===== config.mk =====
export PLATFORM = sky130hd
export DESIGN_NAME = aps_ctrl
export DESIGN_NICKNAME = d
export VERILOG_FILES = /design/src/design/aps_pkg.sv /design/src/design/aps_ctrl.sv
export SDC_FILE = /design/constraint.sdc
export NUM_CORES = 1
export LEC_CHECK = 0
export BUFFER_PORTS_ARGS = -buffer_cell sky130_fd_sc_hd__clkbuf_2
export CORE_MARGIN = 2
export CORE_UTILIZATION = 35
export CTS_CLUSTER_SIZE = 16
export DETAILED_ROUTE_END_ITERATION = 16
export PLACE_DENSITY = 0.66
export SLEW_MARGIN = 20
export SYNTH_ARGS = -nofsm -noshare
export SYNTH_HDL_FRONTEND = slang
export SYNTH_SLANG_ARGS = --single-unit
export TNS_END_PERCENT = 20

===== constraint.sdc =====
create_clock -name clk_i -period 2.7 [get_ports clk_i]
set_input_delay 0.135 -clock clk_i [delete_from_list [all_inputs] [get_ports clk_i]]
set_output_delay 0.135 -clock clk_i [all_outputs]
set_load 0.005 [all_outputs]

===== src/design/aps_pkg.sv =====
// Shared types and constants of the assignment problem solver.
// Used by the controller, the datapath, the top level and the checker.
package aps_pkg;

  localparam int MAX_SIZE_DEF = 32;
  localparam int COST_W_DEF   = 16;
  localparam int CELL_W       = 24;
  localparam int CFG_W        = 6;
  localparam int IDX_OUT_W    = 5;
  localparam logic [CFG_W-1:0] SIZE_RESET = 6'd32;

  // Datapath operations
  typedef enum logic [4:0] {
    OP_NONE,
    OP_START,
    OP_ROW_MIN,
    OP_ROW_SUB,
    OP_COL_MIN,
    OP_COL_SUB,
    OP_ZCOUNT,
    OP_BEST,
    OP_GFIND,
    OP_GDEC,
    OP_COVER,
    OP_FIND,
    OP_PRIME,
    OP_AUG,
    OP_SMIN,
    OP_SHIFT,
    OP_EMIT
  } dp_op_e;

  // Cell walk orders
  typedef enum logic [1:0] {
    SK_ROW,
    SK_COL,
    SK_ALL
  } sweep_kind_e;

  // Controller states
  typedef enum logic [4:0] {
    S_LOAD,
    S_START,
    S_RMIN,
    S_RSUB,
    S_CMIN,
    S_CSUB,
    S_ZCNT,
    S_BEST,
    S_GFIND,
    S_GDEC,
    S_COVER,
    S_CHECK,
    S_FIND,
    S_PRIME,
    S_AUG,
    S_SMIN,
    S_SHIFT,
    S_EMIT
  } ctl_state_e;

  typedef struct packed {
    dp_op_e op;
    logic   start;
    logic   load_we;
  } dp_cmd_t;

  typedef struct packed {
    logic load_last;
    logic sweep_done;
    logic line_last;
    logic found;
    logic hit;
    logic any;
    logic sir_hit;
    logic aug_more;
    logic all_cov;
    logic emit_busy;
  } dp_stat_t;

endpackage


===== src/design/aps_ctrl.sv =====
// Sequencing state machine of the assignment problem solver.
// Depends on aps_pkg; drives datapath commands and the input stall.
module aps_ctrl (
  input  logic              clk_i,
  input  logic              rst_ni,
  input  logic              in_valid_i,
  input  aps_pkg::dp_stat_t stat_i,
  output aps_pkg::dp_cmd_t  cmd_o,
  output logic              in_stall_o
);

  aps_pkg::ctl_state_e state_q, state_d;
  logic issued_q, issued_d;
  logic sweep_st, single_st, accept;

  // Decode command for the current state
  always_comb begin
    cmd_o.op  = aps_pkg::OP_NONE;
    sweep_st  = 1'b0;
    single_st = 1'b0;
    case (state_q)
      aps_pkg::S_START: begin cmd_o.op = aps_pkg::OP_START;   single_st = 1'b1; end
      aps_pkg::S_RMIN:  begin cmd_o.op = aps_pkg::OP_ROW_MIN; sweep_st  = 1'b1; end
      aps_pkg::S_RSUB:  begin cmd_o.op = aps_pkg::OP_ROW_SUB; sweep_st  = 1'b1; end
      aps_pkg::S_CMIN:  begin cmd_o.op = aps_pkg::OP_COL_MIN; sweep_st  = 1'b1; end
      aps_pkg::S_CSUB:  begin cmd_o.op = aps_pkg::OP_COL_SUB; sweep_st  = 1'b1; end
      aps_pkg::S_ZCNT:  begin cmd_o.op = aps_pkg::OP_ZCOUNT;  sweep_st  = 1'b1; end
      aps_pkg::S_BEST:  begin cmd_o.op = aps_pkg::OP_BEST;    sweep_st  = 1'b1; end
      aps_pkg::S_GFIND: begin cmd_o.op = aps_pkg::OP_GFIND;   sweep_st  = 1'b1; end
      aps_pkg::S_GDEC:  begin cmd_o.op = aps_pkg::OP_GDEC;    sweep_st  = 1'b1; end
      aps_pkg::S_COVER: begin cmd_o.op = aps_pkg::OP_COVER;   single_st = 1'b1; end
      aps_pkg::S_FIND:  begin cmd_o.op = aps_pkg::OP_FIND;    sweep_st  = 1'b1; end
      aps_pkg::S_PRIME: begin cmd_o.op = aps_pkg::OP_PRIME;   single_st = 1'b1; end
      aps_pkg::S_AUG:   begin cmd_o.op = aps_pkg::OP_AUG;     single_st = 1'b1; end
      aps_pkg::S_SMIN:  begin cmd_o.op = aps_pkg::OP_SMIN;    sweep_st  = 1'b1; end
      aps_pkg::S_SHIFT: begin cmd_o.op = aps_pkg::OP_SHIFT;   sweep_st  = 1'b1; end
      aps_pkg::S_EMIT:  begin cmd_o.op = aps_pkg::OP_EMIT;    single_st = 1'b1; end
      default: ;
    endcase
    cmd_o.start   = sweep_st ? !issued_q : single_st;
    // hold the completing word while the previous results still drain
    in_stall_o    = (state_q != aps_pkg::S_LOAD) || (stat_i.load_last && stat_i.emit_busy);
    accept        = in_valid_i && !in_stall_o;
    cmd_o.load_we = accept;
  end

  // Track that a sweep was launched
  always_comb begin
    issued_d = issued_q;
    if (stat_i.sweep_done) begin
      issued_d = 1'b0;
    end else if (sweep_st) begin
      issued_d = 1'b1;
    end
  end

  // Next state
  always_comb begin
    state_d = state_q;
    case (state_q)
      aps_pkg::S_LOAD: if (accept && stat_i.load_last) state_d = aps_pkg::S_START;
      aps_pkg::S_START: state_d = aps_pkg::S_RMIN;
      aps_pkg::S_RMIN: if (stat_i.sweep_done) state_d = aps_pkg::S_RSUB;
      aps_pkg::S_RSUB: begin
        if (stat_i.sweep_done) begin
          state_d = stat_i.line_last ? aps_pkg::S_CMIN : aps_pkg::S_RMIN;
        end
      end
      aps_pkg::S_CMIN: if (stat_i.sweep_done) state_d = aps_pkg::S_CSUB;
      aps_pkg::S_CSUB: begin
        if (stat_i.sweep_done) begin
          state_d = stat_i.line_last ? aps_pkg::S_ZCNT : aps_pkg::S_CMIN;
        end
      end
      aps_pkg::S_ZCNT: if (stat_i.sweep_done) state_d = aps_pkg::S_BEST;
      aps_pkg::S_BEST: begin
        if (stat_i.sweep_done) begin
          state_d = stat_i.found ? aps_pkg::S_GFIND : aps_pkg::S_COVER;
        end
      end
      aps_pkg::S_GFIND: begin
        if (stat_i.sweep_done) begin
          state_d = stat_i.hit ? aps_pkg::S_GDEC : aps_pkg::S_BEST;
        end
      end
      aps_pkg::S_GDEC: if (stat_i.sweep_done) state_d = aps_pkg::S_BEST;
      aps_pkg::S_COVER: state_d = aps_pkg::S_CHECK;
      aps_pkg::S_CHECK: state_d = stat_i.all_cov ? aps_pkg::S_EMIT : aps_pkg::S_FIND;
      aps_pkg::S_FIND: begin
        if (stat_i.sweep_done) begin
          state_d = stat_i.hit ? aps_pkg::S_PRIME : aps_pkg::S_SMIN;
        end
      end
      aps_pkg::S_PRIME: state_d = stat_i.sir_hit ? aps_pkg::S_CHECK : aps_pkg::S_AUG;
      aps_pkg::S_AUG: if (!stat_i.aug_more) state_d = aps_pkg::S_COVER;
      aps_pkg::S_SMIN: begin
        if (stat_i.sweep_done) begin
          state_d = stat_i.any ? aps_pkg::S_SHIFT : aps_pkg::S_EMIT;
        end
      end
      aps_pkg::S_SHIFT: if (stat_i.sweep_done) state_d = aps_pkg::S_CHECK;
      aps_pkg::S_EMIT: state_d = aps_pkg::S_LOAD;
      default: state_d = aps_pkg::S_LOAD;
    endcase
  end

  always_ff @(posedge clk_i or negedge rst_ni) begin
    if (!rst_ni) begin
      state_q  <= aps_pkg::S_LOAD;
      issued_q <= 1'b0;
    end else begin
      state_q  <= state_d;
      issued_q <= issued_d;
    end
  end

endmodule


==> results.md <==
* Post-route cell area at approximately 1000 um2
* Ordered cell list for the critical path: nor2b_1 > a221oi_1 > o32ai_1 > clkbuf_2
* Number of synthesized register bits at 6
* Met3 track demand over resource at 1.67%
* Combinational family with the most area after synthesis: compound AO/OA/AOI/OAI gates
* Busiest metal layer after global routing: met2
* Number of DRC markers in iteration 0 at 31
* Share of cells above drive strength 1 at 26.5%
* I/O pin count at 21
* Count of maximum capacitance violations at 0
* Path type of the worst setup path: register to primary output
* Worst endpoint required time at 2.57 ns
* Sinks on Clock Net at 6
* Portion of total power attributed to combinational logic at 70.8%
* Distinct cell type count of the synthesized netlist at 41
* Mean routed wirelength per cell at 14.0 um
* Maximum clock skew at final layout at between 0.002 and 0.003 ns
* Final min period at 2.23 ns
* Nets at 151
* Final worst hold slack at 0.0941 ns
* Post-route core utilization at 41.3%
* CTS H-Tree Depth at 1
* Die height at 54.0 um
* Number of enable-type register cells in the synthesized netlist at 0
* Via density per instance at 5.86
* Router iterations before antenna repair at 4
* Number of cells produced by synthesis at 122
* Launching element type of the critical path: register
* Part of the cycle the worst path needs at 82.6%
* Root buffer cell: sky130_fd_sc_hd__clkbuf_4
* Reg-to-reg slack, setup at 0.53 ns
* Global placement routability congestion at 0.917
* Total area of multi-input combinational cells at 638 um2
* Placeable core area at 2430 um2
* Number of gates resized after cts at 0
* Initial core utilization at between 30 and 40%
* Data arrival time of the critical path at between 2 and 2.5 ns
* Largest net degree at the start of global routing at 21
* Insertion delay of the later-clocked pin in the worst-skew pair at 0.24 ns
* Setup crit end kind: primary output
* Num rows at 18
* Main flop type after synthesis: sky130_fd_sc_hd__dfrtp_1
* # fillers at 268
* Worst slack at placement at 0.552 ns
* RSZ-0062 raised after global routing: no
* Worst Setup Slack, final at roughly 0.47 ns
* Final instance count without filler cells at 166
* Setup violation total in the final timing report at 0
* Global routing met1 resource utilization at 23.5%
* Compound-Gate Fraction of Synth Area at 42.6%
* Post-synthesis share of cell area spent on and, or, nand and nor gates at between 20% and 30%
* Area overhead of the layout relative to synthesis at 14.7%
* Maximum fanout encountered on the critical timing path at 20
* Total GRT Usage at between 10% and 20%
* Switching fraction of total power at between 50 and 60%
* Share of cell area taken by muxes after synthesis at under 10%
* Clock tree from TritonCTS: built
* Min-delay worst type: primary input to register
* Critical path buffer and inverter count at 1
* X dimension of the die at 54.0 um
* Syn nets at 135
* Max-slew violations at 0
* Port-buffer cells at 20
* Met2 track utilization from global routing at between 30 and 40%
* Clock-pin slew of the registers on the worst-case setup and hold paths at 0.05 ns
* Post-Synthesis Mean Instance Area at 7.17 um2
* Cell Area, Synth at just under 900 um2
* Number of diodes added for antenna fixing at 0
* Via count of the first global-routing pass at 865
* Leak Pwr at 0.436 nW
* Commonest non-fill, non-tap cell in the layout: sky130_fd_sc_hd__clkbuf_2
* Bufs on Longest Clock Path at 2
* Total of warnings raised by yosys at 0
* Max incr delay on CP at about 0.70 ns
* Highest Clock Rate at 448 MHz
* Dpl hpwl at 1760 um
* Number of routed nets with antenna violations at 0
* Worst slew slack as a fraction of its limit at 61.0%
* Sw Pwr at 649 uW
* Max rail drop VDD at roughly 0.57 mV
* Transition time at the pin with the least slew margin at about 0.59 ns
* Number of remaining DRC errors at 0
* First-pass GRT wire length at approximately 4000 um
* Total Die Area at approximately 2900 um2
* Family with the most delay on the worst path: flip-flops
* Fraction of registers with async set or reset after synthesis at 100%
* Number of antenna violations at the first check in global routing at 0
* Total power divided by cell area at between 1000 and 1500 nW/um2
* Setup total negative slack at 0 ns
* Leading cell types in the layout, fill and taps excluded: sky130_fd_sc_hd__clkbuf_2 (20), sky130_fd_sc_hd__a21oi_1 (12), sky130_fd_sc_hd__o21ai_0 (10), sky130_fd_sc_hd__nand2_1 (10), sky130_fd_sc_hd__nor2_1 (7)
* Overflow after GRT at 0
* Clock group share of total power at 6.5%
* Routed vias at 973
* Number of placed cells counting well taps at ~160
* Adder-cell share of the synthesized area at 1.14%
* Cts bufs inserted at 3
* Overall Power at between 1 and 1.5 mW
* Critical path's slowest cell: sky130_fd_sc_hd__dfrtp_1
* Internal cell power at around 620 uW
* Placed inst area at 971 um2
* Sequential cell area fraction in the yosys report at 17.2%
* Post-synthesis share of cell area spent on xor and xnor gates at 0%
* Seq pwr share at 22.7%
* Hold violation count in the final report at 0
* Register area at 150 um2
* Status: complete, no violations
* Routed WL at 2330 um
state kept, by name, summed over array words and instances (netlist names):
name and count:
state_q 5, issued_q 1
power groups by stage:
stage	clock, mW	sequential [mW]	combinational [mW]
2_1_floorplan	0	0.164	0.802
3_5_place_dp	0	0.283	0.902
4_1_cts	0.0850	0.286	0.901
6_report	0.0825	0.289	0.901
3_3_place_gp	0	0.288	0.880
5_1_grt	0.0908	0.307	1.01
worst paths after layout:
kind | cells after the start | start | to
min reg2reg | 2 | issued_q$_DFFE_PN0P_ | issued_q$_DFFE_PN0P_
min | 2 | stat_i[8] | issued_q$_DFFE_PN0P_
max in group asynchronous | 2 | rst_ni | state_q[2]$_DFFE_PN0P_
min in group asynchronous | 2 | rst_ni | state_q[0]$_DFFE_PN0P_
max reg2reg | 5 | state_q[3]$_DFFE_PN0P_ | state_q[1]$_DFFE_PN0P_
max | 4 | state_q[3]$_DFFE_PN0P_ | cmd_o[3]
synth_stat cells (2+ instances only):
master | count | area [um2]
sky130_fd_sc_hd__a21oi_1 | 12 | 60.1
sky130_fd_sc_hd__nand2_1 | 10 | 37.5
sky130_fd_sc_hd__o21ai_0 | 10 | 50.1
sky130_fd_sc_hd__nor2_1 | 7 | 26.3
sky130_fd_sc_hd__clkbuf_1 | 6 | 22.5
sky130_fd_sc_hd__dfrtp_1 | 6 | 150
sky130_fd_sc_hd__nor2b_1 | 5 | 31.3
sky130_fd_sc_hd__a31oi_1 | 4 | 25.0
sky130_fd_sc_hd__nand2b_1 | 4 | 25.0
sky130_fd_sc_hd__o211ai_1 | 4 | 30.0
sky130_fd_sc_hd__a22oi_1 | 3 | 22.5
sky130_fd_sc_hd__and3_1 | 3 | 18.8
sky130_fd_sc_hd__buf_2 | 3 | 15.0
sky130_fd_sc_hd__inv_1 | 3 | 11.3
sky130_fd_sc_hd__inv_2 | 3 | 11.3
sky130_fd_sc_hd__mux2_4 | 3 | 45.0
sky130_fd_sc_hd__nor3_1 | 3 | 15.0
sky130_fd_sc_hd__o21a_1 | 3 | 22.5
sky130_fd_sc_hd__o22ai_1 | 3 | 18.8
sky130_fd_sc_hd__a21o_1 | 2 | 15.0
sky130_fd_sc_hd__a2bb2oi_1 | 2 | 17.5
sky130_fd_sc_hd__buf_1 | 2 | 7.51
sky130_fd_sc_hd__nand3_1 | 2 | 10.0
sky130_fd_sc_hd__o21ai_1 | 2 | 10.0
kinds of logic (layout without fill, tap and decap cells):
group	Yosys count	count (layout)
AO/OA/AOI/OAI	54	54
adder cells (fa/ha/maj)	1	1
buffers and inverters	19	33
flip-flops	6	6
multiplexers	4	4
AND/OR/NAND/NOR	38	38
repair_timing:
action | 4_1_cts | 5_1_grt
endpoints found under the hold margin | 6 | 0
setup buffers | 0 | 0
hold buffers | 1 | 0
per-layer routing:
layer	share of wire, %	vias up	wire, um
met5	0	-	0
met4	0	0	0
met3	3.3	0	77
met2	53	22	1230
met1	44	470	1030
li1	-	481	-
layout make-up:
| cell class | instances | area share [%] |
|---|---|---|
| well taps | 30 | 3.74 |
| flip-flops and latches | 6 | 15.0 |
| multi-input cells | 97 | 63.6 |
| inverters | 6 | 2.24 |
| repair buffers | 24 | 13.2 |
| clock buffers | 3 | 2.24 |
No activity file was read; power rests on OpenSTA's default activity.
